===== config.mk =====
export PLATFORM = sky130hd
export DESIGN_NAME = keypad_code_lock_controller
export DESIGN_NICKNAME = d
export VERILOG_FILES = /design/src/hw/rtl/kcl_pkg.sv /design/src/hw/rtl/keypad_code_lock_controller.sv
export SDC_FILE = /design/constraint.sdc
export NUM_CORES = 1
export LEC_CHECK = 0
export BUFFER_PORTS_ARGS = -buffer_cell sky130_fd_sc_hd__buf_2
export CORE_MARGIN = 2
export CORE_UTILIZATION = 30
export DETAILED_ROUTE_END_ITERATION = 8
export PLACE_DENSITY = 0.5
export SETUP_SLACK_MARGIN = 0.05
export SKIP_CTS_REPAIR_TIMING = 1
export SKIP_LAST_GASP = 1
export SLEW_MARGIN = 40
export SYNTH_ARGS = -nofsm -noshare
export SYNTH_HDL_FRONTEND = slang
export SYNTH_SLANG_ARGS = --single-unit

===== constraint.sdc =====
create_clock -name clk -period 9.6 [get_ports clk]
set_clock_uncertainty 0.15 [all_clocks]
set_input_delay 1.92 -clock clk [delete_from_list [all_inputs] [get_ports clk]]
set_output_delay 1.92 -clock clk [all_outputs]
set_load 0.01 [all_outputs]

===== src/hw/rtl/kcl_pkg.sv =====
// Shared types, key and event codes for the keypad code lock controller.
// No dependencies; imported by keypad_code_lock_controller and its testbench.
package kcl_pkg;

    localparam int MAX_DIGITS = 8;
    localparam int IDX_W      = (MAX_DIGITS > 1) ? $clog2(MAX_DIGITS) : 1;
    localparam int COUNT_W    = $clog2(MAX_DIGITS + 1);

    localparam int KEY_W      = 4;
    localparam int EVENT_W    = 4;
    localparam int TIMER_W    = 16;
    localparam int ATTEMPT_W  = 3;
    localparam int ENTERED_W  = 4;
    localparam int CFG_IDX_W  = 2;
    localparam int CFG_DATA_W = 16;

    localparam int INIT_LEN_INT = (MAX_DIGITS < 4) ? MAX_DIGITS : 4;
    localparam logic [COUNT_W-1:0] INIT_LENGTH = COUNT_W'(INIT_LEN_INT);

    localparam logic [TIMER_W-1:0]   AUTO_CLOSE_RESET   = 16'd5000;
    localparam logic [TIMER_W-1:0]   MESSAGE_RESET      = 16'd2000;
    localparam logic [TIMER_W-1:0]   LOCKOUT_RESET      = 16'd5000;
    localparam logic [ATTEMPT_W-1:0] MAX_ATTEMPTS_RESET = 3'd3;
    localparam logic [ATTEMPT_W-1:0] WRONG_MAX          = 3'd7;

    typedef logic [KEY_W-1:0] symbol_t;

    localparam symbol_t KEY_A    = 4'd10;
    localparam symbol_t KEY_D    = 4'd13;
    localparam symbol_t KEY_STAR = 4'd14;
    localparam symbol_t KEY_HASH = 4'd15;

    typedef enum logic [CFG_IDX_W-1:0] {
        CFG_AUTO_CLOSE   = 2'd0,
        CFG_MESSAGE      = 2'd1,
        CFG_LOCKOUT      = 2'd2,
        CFG_MAX_ATTEMPTS = 2'd3
    } cfg_index_t;

    typedef enum logic [3:0] {
        MODE_NORMAL = 4'b0001,
        MODE_VERIFY = 4'b0010,
        MODE_CHANGE = 4'b0100,
        MODE_LOCK   = 4'b1000
    } mode_t;

    typedef enum logic [EVENT_W-1:0] {
        EV_NONE        = 4'd0,
        EV_KEY_STORED  = 4'd1,
        EV_CLEARED     = 4'd2,
        EV_MANUAL      = 4'd3,
        EV_GRANTED     = 4'd4,
        EV_WRONG       = 4'd5,
        EV_OLD_OK      = 4'd6,
        EV_OLD_WRONG   = 4'd7,
        EV_CHANGED     = 4'd8,
        EV_CHANGE_BEG  = 4'd9,
        EV_IGNORED     = 4'd10,
        EV_AUTO_CLOSED = 4'd11,
        EV_LOCK_OVER   = 4'd12,
        EV_LIGHT_OFF   = 4'd13,
        EV_REJECTED    = 4'd14
    } event_t;

    // Factory code 1,2,3,4, remaining positions zero
    function automatic symbol_t init_symbol(input int i);
        symbol_t s;
        s = '0;
        if (i < 4)
            s = KEY_W'(i + 1);
        return s;
    endfunction

    function automatic logic [TIMER_W-1:0] count_up(input logic [TIMER_W-1:0] t);
        logic [TIMER_W-1:0] r;
        r = (t == '1) ? t : t + 1'b1;
        return r;
    endfunction

endpackage


===== src/hw/rtl/keypad_code_lock_controller.sv =====
// Keypad code lock controller: entry buffer, code compare, change, lockout, timers.
// Depends on kcl_pkg.

// Each transaction is a key press (op = 0) or a one-millisecond tick (op = 1) and
// yields exactly one result: an event code plus the door, light, lockout, attempts
// and entry-count status after the update. One transaction is taken per clock while
// in_stall is low. The input register takes the transaction at the accepting edge,
// and a single pass of next-state logic with a parallel code compare loads the
// result register as soon as that register is empty or being read.
// in_stall rises only while the result register is full and out_stall is high.
// Configuration writes take effect at once and should only be made while idle.
module keypad_code_lock_controller
(
    input  logic                                  clk,
    input  logic                                  rst_n,

    input  logic                                  cfg_we,
    input  logic [kcl_pkg::CFG_IDX_W-1:0]         cfg_index,
    input  logic [kcl_pkg::CFG_DATA_W-1:0]        cfg_data,

    input  logic                                  in_valid,
    output logic                                  in_stall,
    input  logic                                  op,
    input  logic [kcl_pkg::KEY_W-1:0]             key_code,

    output logic                                  out_valid,
    input  logic                                  out_stall,
    output logic [kcl_pkg::EVENT_W-1:0]           event_res,
    output logic                                  door_open,
    output logic                                  green_light,
    output logic                                  locked_out,
    output logic [kcl_pkg::ATTEMPT_W-1:0]         attempts_left,
    output logic [kcl_pkg::ENTERED_W-1:0]         entered_count
);
    import kcl_pkg::*;

    // configuration
    logic [TIMER_W-1:0]   auto_close_reg;
    logic [TIMER_W-1:0]   message_reg;
    logic [TIMER_W-1:0]   lockout_reg;
    logic [ATTEMPT_W-1:0] max_attempts_reg;

    // input stage
    logic                 s1_valid_reg;
    logic                 s1_op_reg;
    symbol_t              s1_key_reg;

    // lock state
    symbol_t              stored_code_reg [MAX_DIGITS];
    symbol_t              stored_code_next[MAX_DIGITS];
    logic [COUNT_W-1:0]   stored_len_reg, stored_len_next;
    symbol_t              entry_buf_reg   [MAX_DIGITS];
    logic                 buf_we;
    logic [COUNT_W-1:0]   entry_len_reg, entry_len_next;
    logic                 overflow_reg, overflow_next;
    mode_t                mode_reg, mode_next;
    logic [ATTEMPT_W-1:0] wrong_reg, wrong_next;
    logic                 door_reg, door_next;
    logic [TIMER_W-1:0]   door_timer_reg, door_timer_next;
    logic                 light_reg, light_next;
    logic [TIMER_W-1:0]   light_timer_reg, light_timer_next;
    logic [TIMER_W-1:0]   lock_timer_reg, lock_timer_next;
    event_t               event_next;

    // result register
    logic                 out_valid_reg;
    event_t               out_event_reg;
    logic                 out_door_reg;
    logic                 out_green_reg;
    logic                 out_locked_reg;
    logic [ATTEMPT_W-1:0] out_attempts_reg;
    logic [COUNT_W-1:0]   out_count_reg;

    logic                 s1_fire;
    logic                 in_fire;
    logic                 entry_match;
    logic [ATTEMPT_W-1:0] attempts_next;

    assign s1_fire  = s1_valid_reg && (!out_valid_reg || !out_stall);
    assign in_stall = s1_valid_reg && !s1_fire;
    assign in_fire  = in_valid && !in_stall;

    // Parallel compare over the valid part of the entry
    always_comb
    begin
        logic all_eq;
        all_eq = 1'b1;
        for (int i = 0; i < MAX_DIGITS; i++)
        begin
            if ((COUNT_W'(i) < entry_len_reg) && (entry_buf_reg[i] != stored_code_reg[i]))
                all_eq = 1'b0;
        end
        entry_match = all_eq && !overflow_reg && (entry_len_reg == stored_len_reg);
    end

    always_comb
    begin
        logic [TIMER_W-1:0] t_door;
        logic [TIMER_W-1:0] t_lock;
        logic [TIMER_W-1:0] t_light;
        logic               closed;
        logic               unlocked;
        logic               dark;
        logic [ATTEMPT_W-1:0] wrong_inc;

        stored_code_next = stored_code_reg;
        stored_len_next  = stored_len_reg;
        buf_we           = 1'b0;
        entry_len_next   = entry_len_reg;
        overflow_next    = overflow_reg;
        mode_next        = mode_reg;
        wrong_next       = wrong_reg;
        door_next        = door_reg;
        door_timer_next  = door_timer_reg;
        light_next       = light_reg;
        light_timer_next = light_timer_reg;
        lock_timer_next  = lock_timer_reg;
        event_next       = EV_NONE;
        closed           = 1'b0;
        unlocked         = 1'b0;
        dark             = 1'b0;
        t_door           = count_up(door_timer_reg);
        t_lock           = count_up(lock_timer_reg);
        t_light          = count_up(light_timer_reg);
        wrong_inc        = (wrong_reg == WRONG_MAX) ? wrong_reg : wrong_reg + 1'b1;

        if (s1_op_reg)
        begin
            if (door_reg)
            begin
                door_timer_next = t_door;
                if (t_door >= auto_close_reg)
                begin
                    door_next       = 1'b0;
                    door_timer_next = '0;
                    closed          = 1'b1;
                end
            end
            if (mode_reg == MODE_LOCK)
            begin
                lock_timer_next = t_lock;
                if (t_lock >= lockout_reg)
                begin
                    mode_next       = MODE_NORMAL;
                    lock_timer_next = '0;
                    wrong_next      = '0;
                    unlocked        = 1'b1;
                end
            end
            if (light_reg)
            begin
                light_timer_next = t_light;
                if (t_light >= message_reg)
                begin
                    light_next       = 1'b0;
                    light_timer_next = '0;
                    dark             = 1'b1;
                end
            end
            if (closed)
                event_next = EV_AUTO_CLOSED;
            else if (unlocked)
                event_next = EV_LOCK_OVER;
            else if (dark)
                event_next = EV_LIGHT_OFF;
        end
        else if (mode_reg == MODE_LOCK)
        begin
            event_next = EV_IGNORED;
        end
        else
        begin
            case (s1_key_reg)
                KEY_D:
                begin
                    door_next       = 1'b0;
                    door_timer_next = '0;
                    event_next      = EV_MANUAL;
                end
                KEY_STAR:
                begin
                    entry_len_next = '0;
                    overflow_next  = 1'b0;
                    event_next     = EV_CLEARED;
                end
                KEY_A:
                begin
                    mode_next      = MODE_VERIFY;
                    entry_len_next = '0;
                    overflow_next  = 1'b0;
                    event_next     = EV_CHANGE_BEG;
                end
                KEY_HASH:
                begin
                    entry_len_next = '0;
                    overflow_next  = 1'b0;
                    case (mode_reg)
                        MODE_VERIFY:
                        begin
                            mode_next  = entry_match ? MODE_CHANGE : MODE_NORMAL;
                            event_next = entry_match ? EV_OLD_OK : EV_OLD_WRONG;
                        end
                        MODE_CHANGE:
                        begin
                            mode_next = MODE_NORMAL;
                            if (overflow_reg)
                                event_next = EV_REJECTED;
                            else
                            begin
                                stored_code_next = entry_buf_reg;
                                stored_len_next  = entry_len_reg;
                                event_next       = EV_CHANGED;
                            end
                        end
                        default:
                        begin
                            if (entry_match)
                            begin
                                door_next        = 1'b1;
                                door_timer_next  = '0;
                                light_next       = 1'b1;
                                light_timer_next = '0;
                                wrong_next       = '0;
                                event_next       = EV_GRANTED;
                            end
                            else
                            begin
                                wrong_next = wrong_inc;
                                if (wrong_inc >= max_attempts_reg)
                                begin
                                    mode_next       = MODE_LOCK;
                                    lock_timer_next = '0;
                                end
                                event_next = EV_WRONG;
                            end
                        end
                    endcase
                end
                default:
                begin
                    // digits, B and C
                    if (entry_len_reg < COUNT_W'(MAX_DIGITS))
                    begin
                        buf_we         = 1'b1;
                        entry_len_next = entry_len_reg + 1'b1;
                    end
                    else
                        overflow_next = 1'b1;
                    event_next = EV_KEY_STORED;
                end
            endcase
        end

        attempts_next = (max_attempts_reg > wrong_next) ? max_attempts_reg - wrong_next : '0;
    end

    always_ff @(posedge clk or negedge rst_n)
    begin
        if (!rst_n)
        begin
            auto_close_reg   <= AUTO_CLOSE_RESET;
            message_reg      <= MESSAGE_RESET;
            lockout_reg      <= LOCKOUT_RESET;
            max_attempts_reg <= MAX_ATTEMPTS_RESET;
        end
        else if (cfg_we)
        begin
            case (cfg_index_t'(cfg_index))
                CFG_AUTO_CLOSE:   auto_close_reg   <= cfg_data;
                CFG_MESSAGE:      message_reg      <= cfg_data;
                CFG_LOCKOUT:      lockout_reg      <= cfg_data;
                CFG_MAX_ATTEMPTS: max_attempts_reg <= cfg_data[ATTEMPT_W-1:0];
                default:          ;
            endcase
        end
    end

    always_ff @(posedge clk or negedge rst_n)
    begin
        if (!rst_n)
            s1_valid_reg <= 1'b0;
        else if (in_fire)
            s1_valid_reg <= 1'b1;
        else if (s1_fire)
            s1_valid_reg <= 1'b0;
    end

    always_ff @(posedge clk)
    begin
        if (in_fire)
        begin
            s1_op_reg  <= op;
            s1_key_reg <= key_code;
        end
    end

    always_ff @(posedge clk or negedge rst_n)
    begin
        if (!rst_n)
        begin
            for (int i = 0; i < MAX_DIGITS; i++)
                stored_code_reg[i] <= init_symbol(i);
            stored_len_reg  <= INIT_LENGTH;
            entry_len_reg   <= '0;
            overflow_reg    <= 1'b0;
            mode_reg        <= MODE_NORMAL;
            wrong_reg       <= '0;
            door_reg        <= 1'b0;
            door_timer_reg  <= '0;
            light_reg       <= 1'b0;
            light_timer_reg <= '0;
            lock_timer_reg  <= '0;
        end
        else if (s1_fire)
        begin
            stored_code_reg <= stored_code_next;
            stored_len_reg  <= stored_len_next;
            entry_len_reg   <= entry_len_next;
            overflow_reg    <= overflow_next;
            mode_reg        <= mode_next;
            wrong_reg       <= wrong_next;
            door_reg        <= door_next;
            door_timer_reg  <= door_timer_next;
            light_reg       <= light_next;
            light_timer_reg <= light_timer_next;
            lock_timer_reg  <= lock_timer_next;
        end
    end

    // Entry buffer has no reset: only positions below the entry length are ever compared
    always_ff @(posedge clk)
    begin
        if (s1_fire && buf_we)
            entry_buf_reg[entry_len_reg[IDX_W-1:0]] <= s1_key_reg;
    end

    always_ff @(posedge clk or negedge rst_n)
    begin
        if (!rst_n)
            out_valid_reg <= 1'b0;
        else if (s1_fire)
            out_valid_reg <= 1'b1;
        else if (!out_stall)
            out_valid_reg <= 1'b0;
    end

    always_ff @(posedge clk)
    begin
        if (s1_fire)
        begin
            out_event_reg    <= event_next;
            out_door_reg     <= door_next;
            out_green_reg    <= light_next;
            out_locked_reg   <= (mode_next == MODE_LOCK);
            out_attempts_reg <= attempts_next;
            out_count_reg    <= entry_len_next;
        end
    end

    assign out_valid     = out_valid_reg;
    assign event_res     = out_event_reg;
    assign door_open     = out_door_reg;
    assign green_light   = out_green_reg;
    assign locked_out    = out_locked_reg;
    assign attempts_left = out_attempts_reg;
    assign entered_count = ENTERED_W'(out_count_reg);

endmodule


Word-level counts from Yosys, hierarchy flattened
Cells that the tools add are included.

cells by class
  $add $sub $neg = 6
  magnitude comparators = 16
  equality and inequality tests = 34
  muxes and demuxes = 98
  bitwise logic cells = 5
  reduce and logical (&&, ||, !) cells = 39

operators with widths
  operator                                                                      count
  16-bit two-way mux                                                            22
  4-bit two-way mux                                                             15
  16-bit by 1-bit adder with 16-bit output (second input constant)              3
  16-bit equality test (second input constant)                                  3
  16-bit greater-or-equal comparator                                            3
  1-bit two-way mux                                                             41
  32-bit bitwise mux                                                            1
  4-bit inequality test                                                         8
  16-bit case mux with 2 select lines                                           1
  4-bit case mux with 2 select lines                                            4
  3-bit two-way mux                                                             10
  4-bit equality test (second input constant)                                   6
  6-bit AND reduction                                                           3
  3-bit by 4-bit less-than comparator with 1-bit output (first input constant)  4
  4-bit case mux with 4 select lines                                            1
  1-bit logical AND                                                             15
  4-bit demux with 3-bit select                                                 1
  2-bit by 1-bit inequality test with 1-bit output (second input constant)      5
  1-bit by 4-bit less-than comparator with 1-bit output (first input constant)  2
  2-bit by 4-bit less-than comparator with 1-bit output (first input constant)  2
  2-bit AND reduction                                                           4
  2-bit nonzero test                                                            4
  7-bit AND reduction                                                           1
  2-bit inequality test (second input constant)                                 3
  other kinds (26)                                                              36

word-level totals
  flip-flop bits (word level) = 202
  bits of input ports = 28
  output and inout port bits = 16

Logic depth before layout (Yosys ltp)
Gate-level depths: netlist (run 1).

  depth after elaboration = 18
  mapped depth = 23
  gate-level depth less buffers = 20

Worst setup path after synthesis (run 1)
Ideal clock, no wire load.

  path kind = register to register
  start = reg lock_timer_reg[4]
  end = reg out_attempts_reg[1] (netlist: attempts_left[1]), data pin
  data arrival time = 4.292 ns
  data required time = 9.276 ns
  setup slack = 4.984 ns
  cell stages (with the launch flop) = 24
  buffers on the path = 3
  clock period less this slack = 4.616 ns
  cells stage by stage = dfrtp_1 -> buf_2 -> and4_1 -> and4_1 -> and3_1 -> nand2b_1 -> buf_2 -> nand2_1 -> nor2_1 -> xnor2_1 -> ha_1 -> a21o_1 -> a21oi_1 -> nand3_1 -> a41o_1 -> a221oi_4 -> or2_2 -> buf_4 -> a32o_1 -> ha_1 -> inv_1 -> fa_1 -> inv_1 -> a311oi_1

on the way
  longest elaborated chain between the ends = 7
  elaborated cells on any way between the ends = 9
  classes of those cells = add/sub: 2; order compare: 2; eq/ne: 1; mux: 4

RTL lines
  what                                                                              line                                source
  start, declared                                                                   keypad_code_lock_controller.sv:62   logic [TIMER_W-1:0] lock_timer_reg, lock_timer_next;
  start signal, assigned                                                            keypad_code_lock_controller.sv:326  lock_timer_reg <= lock_timer_next;
  16-bit by 1-bit adder with 16-bit output or 16-bit equality test (tied branches)  kcl_pkg.sv:76                       r = (t == '1) ? t : t + 1'b1;
  16-bit two-way mux (*)                                                            kcl_pkg.sv:76
  16-bit greater-or-equal comparator (*)                                            keypad_code_lock_controller.sv:142  if (t_lock >= lockout_reg)
  3-bit two-way mux (*)                                                             keypad_code_lock_controller.sv:142
  3-bit two-way mux (*)                                                             keypad_code_lock_controller.sv:139  if (mode_reg == MODE_LOCK)
  3-bit two-way mux (*)                                                             keypad_code_lock_controller.sv:127  if (s1_op_reg)
  net wrong_next[0]                                                                 keypad_code_lock_controller.sv:57   logic [ATTEMPT_W-1:0] wrong_reg, wrong_next;
  3-bit subtractor or 3-bit > comparator (tied branches)                            keypad_code_lock_controller.sv:254  attempts_next = (max_attempts_reg > wrong_next) ? max_attempts_reg - wrong_next : '0;
  end signal, assigned                                                              keypad_code_lock_controller.sv:355  out_attempts_reg <= attempts_next;
  end, declared                                                                     keypad_code_lock_controller.sv:71   logic [ATTEMPT_W-1:0] out_attempts_reg;

The timed path passes the listed nets; every way through them passes the cells marked *.
A chain may end at the register's enable or synchronous reset.

Worst setup path in the final report (run 1)
  start = reg lock_timer_reg[6]
  end = reg out_attempts_reg[1] (netlist: attempts_left[1]), data pin

Same word-level chain as after synthesis.

==> results of run 1 <==
## power groups by stage
stage / combinational [mW] / clock [mW] / sequential [mW]
after floorplan: 0.418 / 0 / 1.07
after global placement: 0.532 / 0 / 1.10
after detailed placement: 0.541 / 0 / 1.11
after CTS: 0.545 / 0.969 / 1.09
after global routing: 0.617 / 1.00 / 1.11
final: 0.541 / 0.940 / 1.09
## layout make-up
| class | count | area [sq um] | share of cell area |
|---|---|---|---|
| clock buffer | 37 | 740.7 | 0.05821 |
| clock inverter | 6 | 85.08 | 0.006686 |
| inverter | 74 | 277.8 | 0.02183 |
| multi-input combinational | 734 | 5378 | 0.4226 |
| sequential | 202 | 5341 | 0.4198 |
| tap | 468 | 585.6 | 0.04602 |
| timing repair buffer | 52 | 316.6 | 0.02488 |
## cells in the final DEF, fill, tap and decap left out, types with 10 or more instances in the layout
master | synthesis | layout
o21ai_1 | 24 | 24
o21a_1 | 10 | 10
dfstp_2 | 25 | 25
edfxtp_1 | 51 | 51
a31oi_1 | 14 | 14
dfrtp_1 | 126 | 126
ha_1 | 60 | 60
nand4_1 | 21 | 21
o21ai_0 | 48 | 48
buf_2 | 16 | 42
nand3_1 | 22 | 21
a21oi_1 | 52 | 52
inv_1 | 74 | 74
mux2_2 | 78 | 78
nand2b_1 | 17 | 17
nor2_1 | 54 | 53
a21o_1 | 20 | 20
xnor2_1 | 56 | 56
nor3_1 | 10 | 10
clkbuf_16 | 0 | 25
nand2_1 | 88 | 88
xor2_1 | 16 | 16
and3_1 | 22 | 22
## metal layers
metal	routed length [um]	track usage	share of wire	vias to the layer above
met5	0	0	0	-
met4	459	0.03258	0.018	0
li1	-	-	-	3847
met1	12800	0.1926	0.49	3816
met2	12090	0.2256	0.46	109
met3	836	0.01934	0.032	31
## cell families after synthesis
group | after synthesis
flops | 202
simple gates | 293
compound gates | 229
fa+ha+maj | 61
mux | 79
xor+xnor | 72
buf+inv | 111
## metrics by stage
stage	instance area [sq um]	hold WS (ps)	std cells	power (mW)	worst slack (ps)
floorplan	11170	306.4	1047	1.484	4984
global placement	11840	334.7	1527	1.637	4450
detailed placement	11850	341.7	1527	1.647	4366
CTS	12680	344.5	1570	2.605	4344
global route	12720	368.6	1573	2.726	3911
finish	12720	351.2	1573	2.573	4300
## final timing paths
kind	start	to	slack, ps
min in group asynchronous	rst_n	stored_code_reg[13]	1170
worst max-delay path	lock_timer_reg[6]	attempts_left[1]	4300
worst min register to register	s1_valid_reg	out_valid	350
worst min-delay path	s1_valid_reg	out_valid	350
worst max register to register	lock_timer_reg[6]	attempts_left[1]	4300
max in group asynchronous	rst_n	lock_timer_reg[2]	6890
## critical path, stage by stage, from the launching register on
cell      delay [ps]
dfrtp_1          420
and4_1           250
and4_1           220
and3_1           220
nand2b_1         340
and3_1           330
nor3b_1          410
xor2_1           200
ha_1             280
a21oi_1          180
nand3_1           90
a41o_1           240
a221oi_4         370
or2_2            270
a32o_1           180
ha_1             140
inv_1             60
fa_1             480
inv_1             50
a311oi_1         240
==> results.ini, run 1 <==
[finish]
final_nets=1177
areaGrowthSynthToFinish_pct=13.91
n_antenna_cell=0
fin_util=0.3476
fillers=3695
drive_above_1_share=0.2018

[route]
postRouteAntennaNets=0
firstDrtPassIters=5
post_drt_wl_per_cell_um=16.65
drc=0
vias=7803
via_per_inst=4.961
wl_um=26190
drt_iter0_drc=438

[synth]
synth_compound_area_frac=0.1356
ys.flop_type=dfrtp_1
synth.most_common_cell=dfrtp_1
synth-simple-area-share=0.1389
synth_adder_area_share=0.06900
synth_top_cell_by_area=dfrtp_1
syn_area_per_cell_sq_um=10.67
synthMuxAreaShare=0.07964
yosysWarnings=0
synth_top_family_by_area=simple AND/OR/NAND/NOR gates
ys_seq_area_frac=0.4782
netlist_top_cells_count=dfrtp_1, nand2_1, mux2_2
yosysUniqueCellTypes=83
synth_edf_count=51
synth-xor-area-share=0.05645
ys_seq_elements=202
synth_top_cell_area_share=0.2823
syn-num-nets=1136
synthTopCellsByArea=dfrtp_1, edfxtp_1, mux2_2
synthCells=1047
async_flop_share=0.7475
syn-cell-area_sq_um=11170

[power_and_ir_drop]
peakVddDrop_mv=0.1472
combinationalPowerShare=0.210
p_sw_frac=0.2974
power.leakage_nw=5.655
power.internal_mw=1.808
p_clk_frac=0.365
p_seq_frac=0.424
power.density_nw_per_um2=202.2
netSwitchingPower_mw=0.7652

[sta]
finalMaxSlewViolations=0
hold_viol_final=0
relSlewSlack=0.4735
setup_viol=0
worst_pin_slew_ps=789.7
fin_tns_setup_ps=0
fmax_ghz=0.1887
rsz0062_at_grt=no
period_needed_ps=5300
layout_worst_path_cycle_share=0.5521

[status]
status=finished clean

[critical_path]
arrival_ps=5500
cp_max_fo=12
cp-end-kind=flip-flop
startpoint_type=flip-flop
criticalPathCategory=flip-flop to flip-flop
rr_worst_depth=19
cp.required_ps=9800

[grt]
grt_pass1_vias=7814
grt_max_degree=90
gr-total-overflow=0
grt_pass1_wl_um=42680
antenna_found_initial=0
track_usage=0.1377

[clocking]
numClockSinks=202
clockBufferDepth=3
cts_inserted_buffers=24
h-tree-depth=1
cts_root_buf=clkbuf_16
clk_latency_ps=520
clkTransAtPathRegs_ps=60
cts_tree=yes

[run]
maxCapViolCount=0

[min_path]
hold-path-cell-count=1
hp-class=flip-flop to flip-flop

[floorplan]
io_pins=44
num_rows=70
die_x_um=197.0
initial_utilization=0.3051
dieArea_sq_um=38800
die_h_um=197.0
core_area_sq_um=36610

[placement]
port_buffers=43
post-dp-hpwl_um=18220
place_congestion=0.8341

No activity file was read; power rests on OpenSTA's default activity.
==> run 2: changes to the inputs <==
==> constraint.sdc (replaced) <==
create_clock -name clk -period 5.3 [get_ports clk]
set_clock_uncertainty 0.15 [all_clocks]
set_input_delay 1.06 -clock clk [delete_from_list [all_inputs] [get_ports clk]]
set_output_delay 1.06 -clock clk [all_outputs]
set_load 0.01 [all_outputs]
==> results.ini, run 2 (synthesis gave the netlist of run 1 again) <==
[clocking]
numClockSinks=202
cts_inserted_buffers=25
h-tree-depth=1
cts_tree=yes
clockBufferDepth=3
clk_latency_ps=550
cts_root_buf=clkbuf_16
clkTransAtPathRegs_ps=60

[critical_path]
startpoint_type=flip-flop
cp_max_fo=11
arrival_ps=5040
criticalPathCategory=flip-flop to flip-flop
r2r_end=attempts_left[2]
r2r_slack_ps=400
cp-startpoint=lock_timer_reg[0]
rr_worst_depth=20
cp-end-kind=flip-flop
crit_end=attempts_left[2]
cp.required_ps=5440
r2r_start=lock_timer_reg[0]

[grt]
grt_max_degree=80
grt_pass1_wl_um=42510
antenna_found_initial=0
gr-total-overflow=0
track_usage=0.1376
grt_pass1_vias=7802

[route]
post_drt_wl_per_cell_um=16.37
postRouteAntennaNets=0
firstDrtPassIters=5
wl_um=25860
drt_iter0_drc=479
drc=0
via_per_inst=4.985
vias=7877

[power_and_ir_drop]
p_total_mw=4.805
power.leakage_nw=5.711
peakVddDrop_mv=0.2175
power.density_nw_per_um2=374.8

[floorplan]
num_rows=70
dieArea_sq_um=38800
io_pins=44
die_x_um=197.0
initial_utilization=0.3051
core_area_sq_um=36610
die_h_um=197.0

[min_path]
hp-class=flip-flop to flip-flop

[sta]
rsz0062_at_grt=no
layout_worst_path_cycle_share=0.9251
fin_tns_setup_ps=0
worst_pin_slew_ps=817.6
hold_viol_final=0
finalMaxSlewViolations=0
relSlewSlack=0.4533
setup_viol=0
fmax_ghz=0.2040
period_needed_ps=4903

[placement]
post-dp-hpwl_um=18350
place_congestion=0.8097
port_buffers=43

[finish]
areaGrowthSynthToFinish_pct=14.78
final_nets=1182
fillers=3728
most-common-layout-cells=dfrtp_1, nand2_1, mux2_2, inv_1, ha_1
n_antenna_cell=0
final_common_cell=dfrtp_1
drive_above_1_share=0.2086

[status]
status=finished clean

[run]
maxCapViolCount=0

-- run 2: cell types whose count changed in the layout (fill, tap and decap cells not counted), moves of 2 or more --
cell       previous run  this run
clkinv_2              2         4
bufinv_16             2         4
buf_4                 5        12
clkbuf_8              7         5
clkbuf_1              5         2
buf_6                 3         1
-- run 2: final cells by class --
type / instances / area [sq um] / area share
clock buffers: 32 / 713.2 / 0.05562
inverters: 74 / 277.8 / 0.02166
multi-input cells: 734 / 5381 / 0.4197
flip-flops and latches: 202 / 5343 / 0.4167
repair buffers: 56 / 325.3 / 0.02537
well taps: 468 / 585.6 / 0.04567
clock inverters: 14 / 196.4 / 0.01532
-- run 2: metrics by stage --
step	cells	cell area, sq um	worst slack [ps]	hold slack (ps)	utilization
6_report	1580	12820	397.1	345.3	0.3502
5_1_grt	1580	12820	67.86	372.2	0.3502
4_1_cts	1579	12800	394.6	348.4	0.3497
3_5_place_dp	1533	11890	409.8	328.9	0.3248
3_3_place_gp	1533	11880	505.2	330.2	0.3246
2_1_floorplan	1047	11170	684.2	306.4	-
-- run 2: how the worst min path moves through the flow --
stage                                  from                end  depth (start not counted)
after global routing        message_reg[13]    message_reg[13]                          1
after floorplan                s1_valid_reg          out_valid                          1
after detailed placement       s1_valid_reg          out_valid                          1
after CTS                 stored_len_reg[2]  stored_len_reg[2]                          2
final                     stored_len_reg[2]  stored_len_reg[2]                          2
after global placement    stored_len_reg[2]  stored_len_reg[2]                          2
-- run 2: power breakdown --
part,switching (mW),internal [mW],leakage (nW),total [mW]
clock network,0.703,1.15,0.444,1.86
registers,0.168,1.80,2.39,1.97
logic,0.560,0.417,2.87,0.977
-- run 2: metal layers --
metal / wire length [um] / track usage
met1: 12760 / 0.1956
met5: 0 / 0
met2: 11830 / 0.2222
met4: 561 / 0.03481
met3: 704 / 0.01694
-- run 2: critical path: stages, from the launching register on --
cell	delay (ps)
dfrtp_1	420
ha_1	240
and3_1	240
and3_1	220
nand2b_1	100
buf_4	180
nand2_1	130
nor2_1	220
xnor2_1	170
ha_1	290
a21o_1	180
a21oi_1	180
nand3_1	90
a41o_1	240
a221oi_4	280
or2_2	250
a32oi_1	170
ha_1	350
a21o_1	190
a21oi_1	240
a311oi_1	90
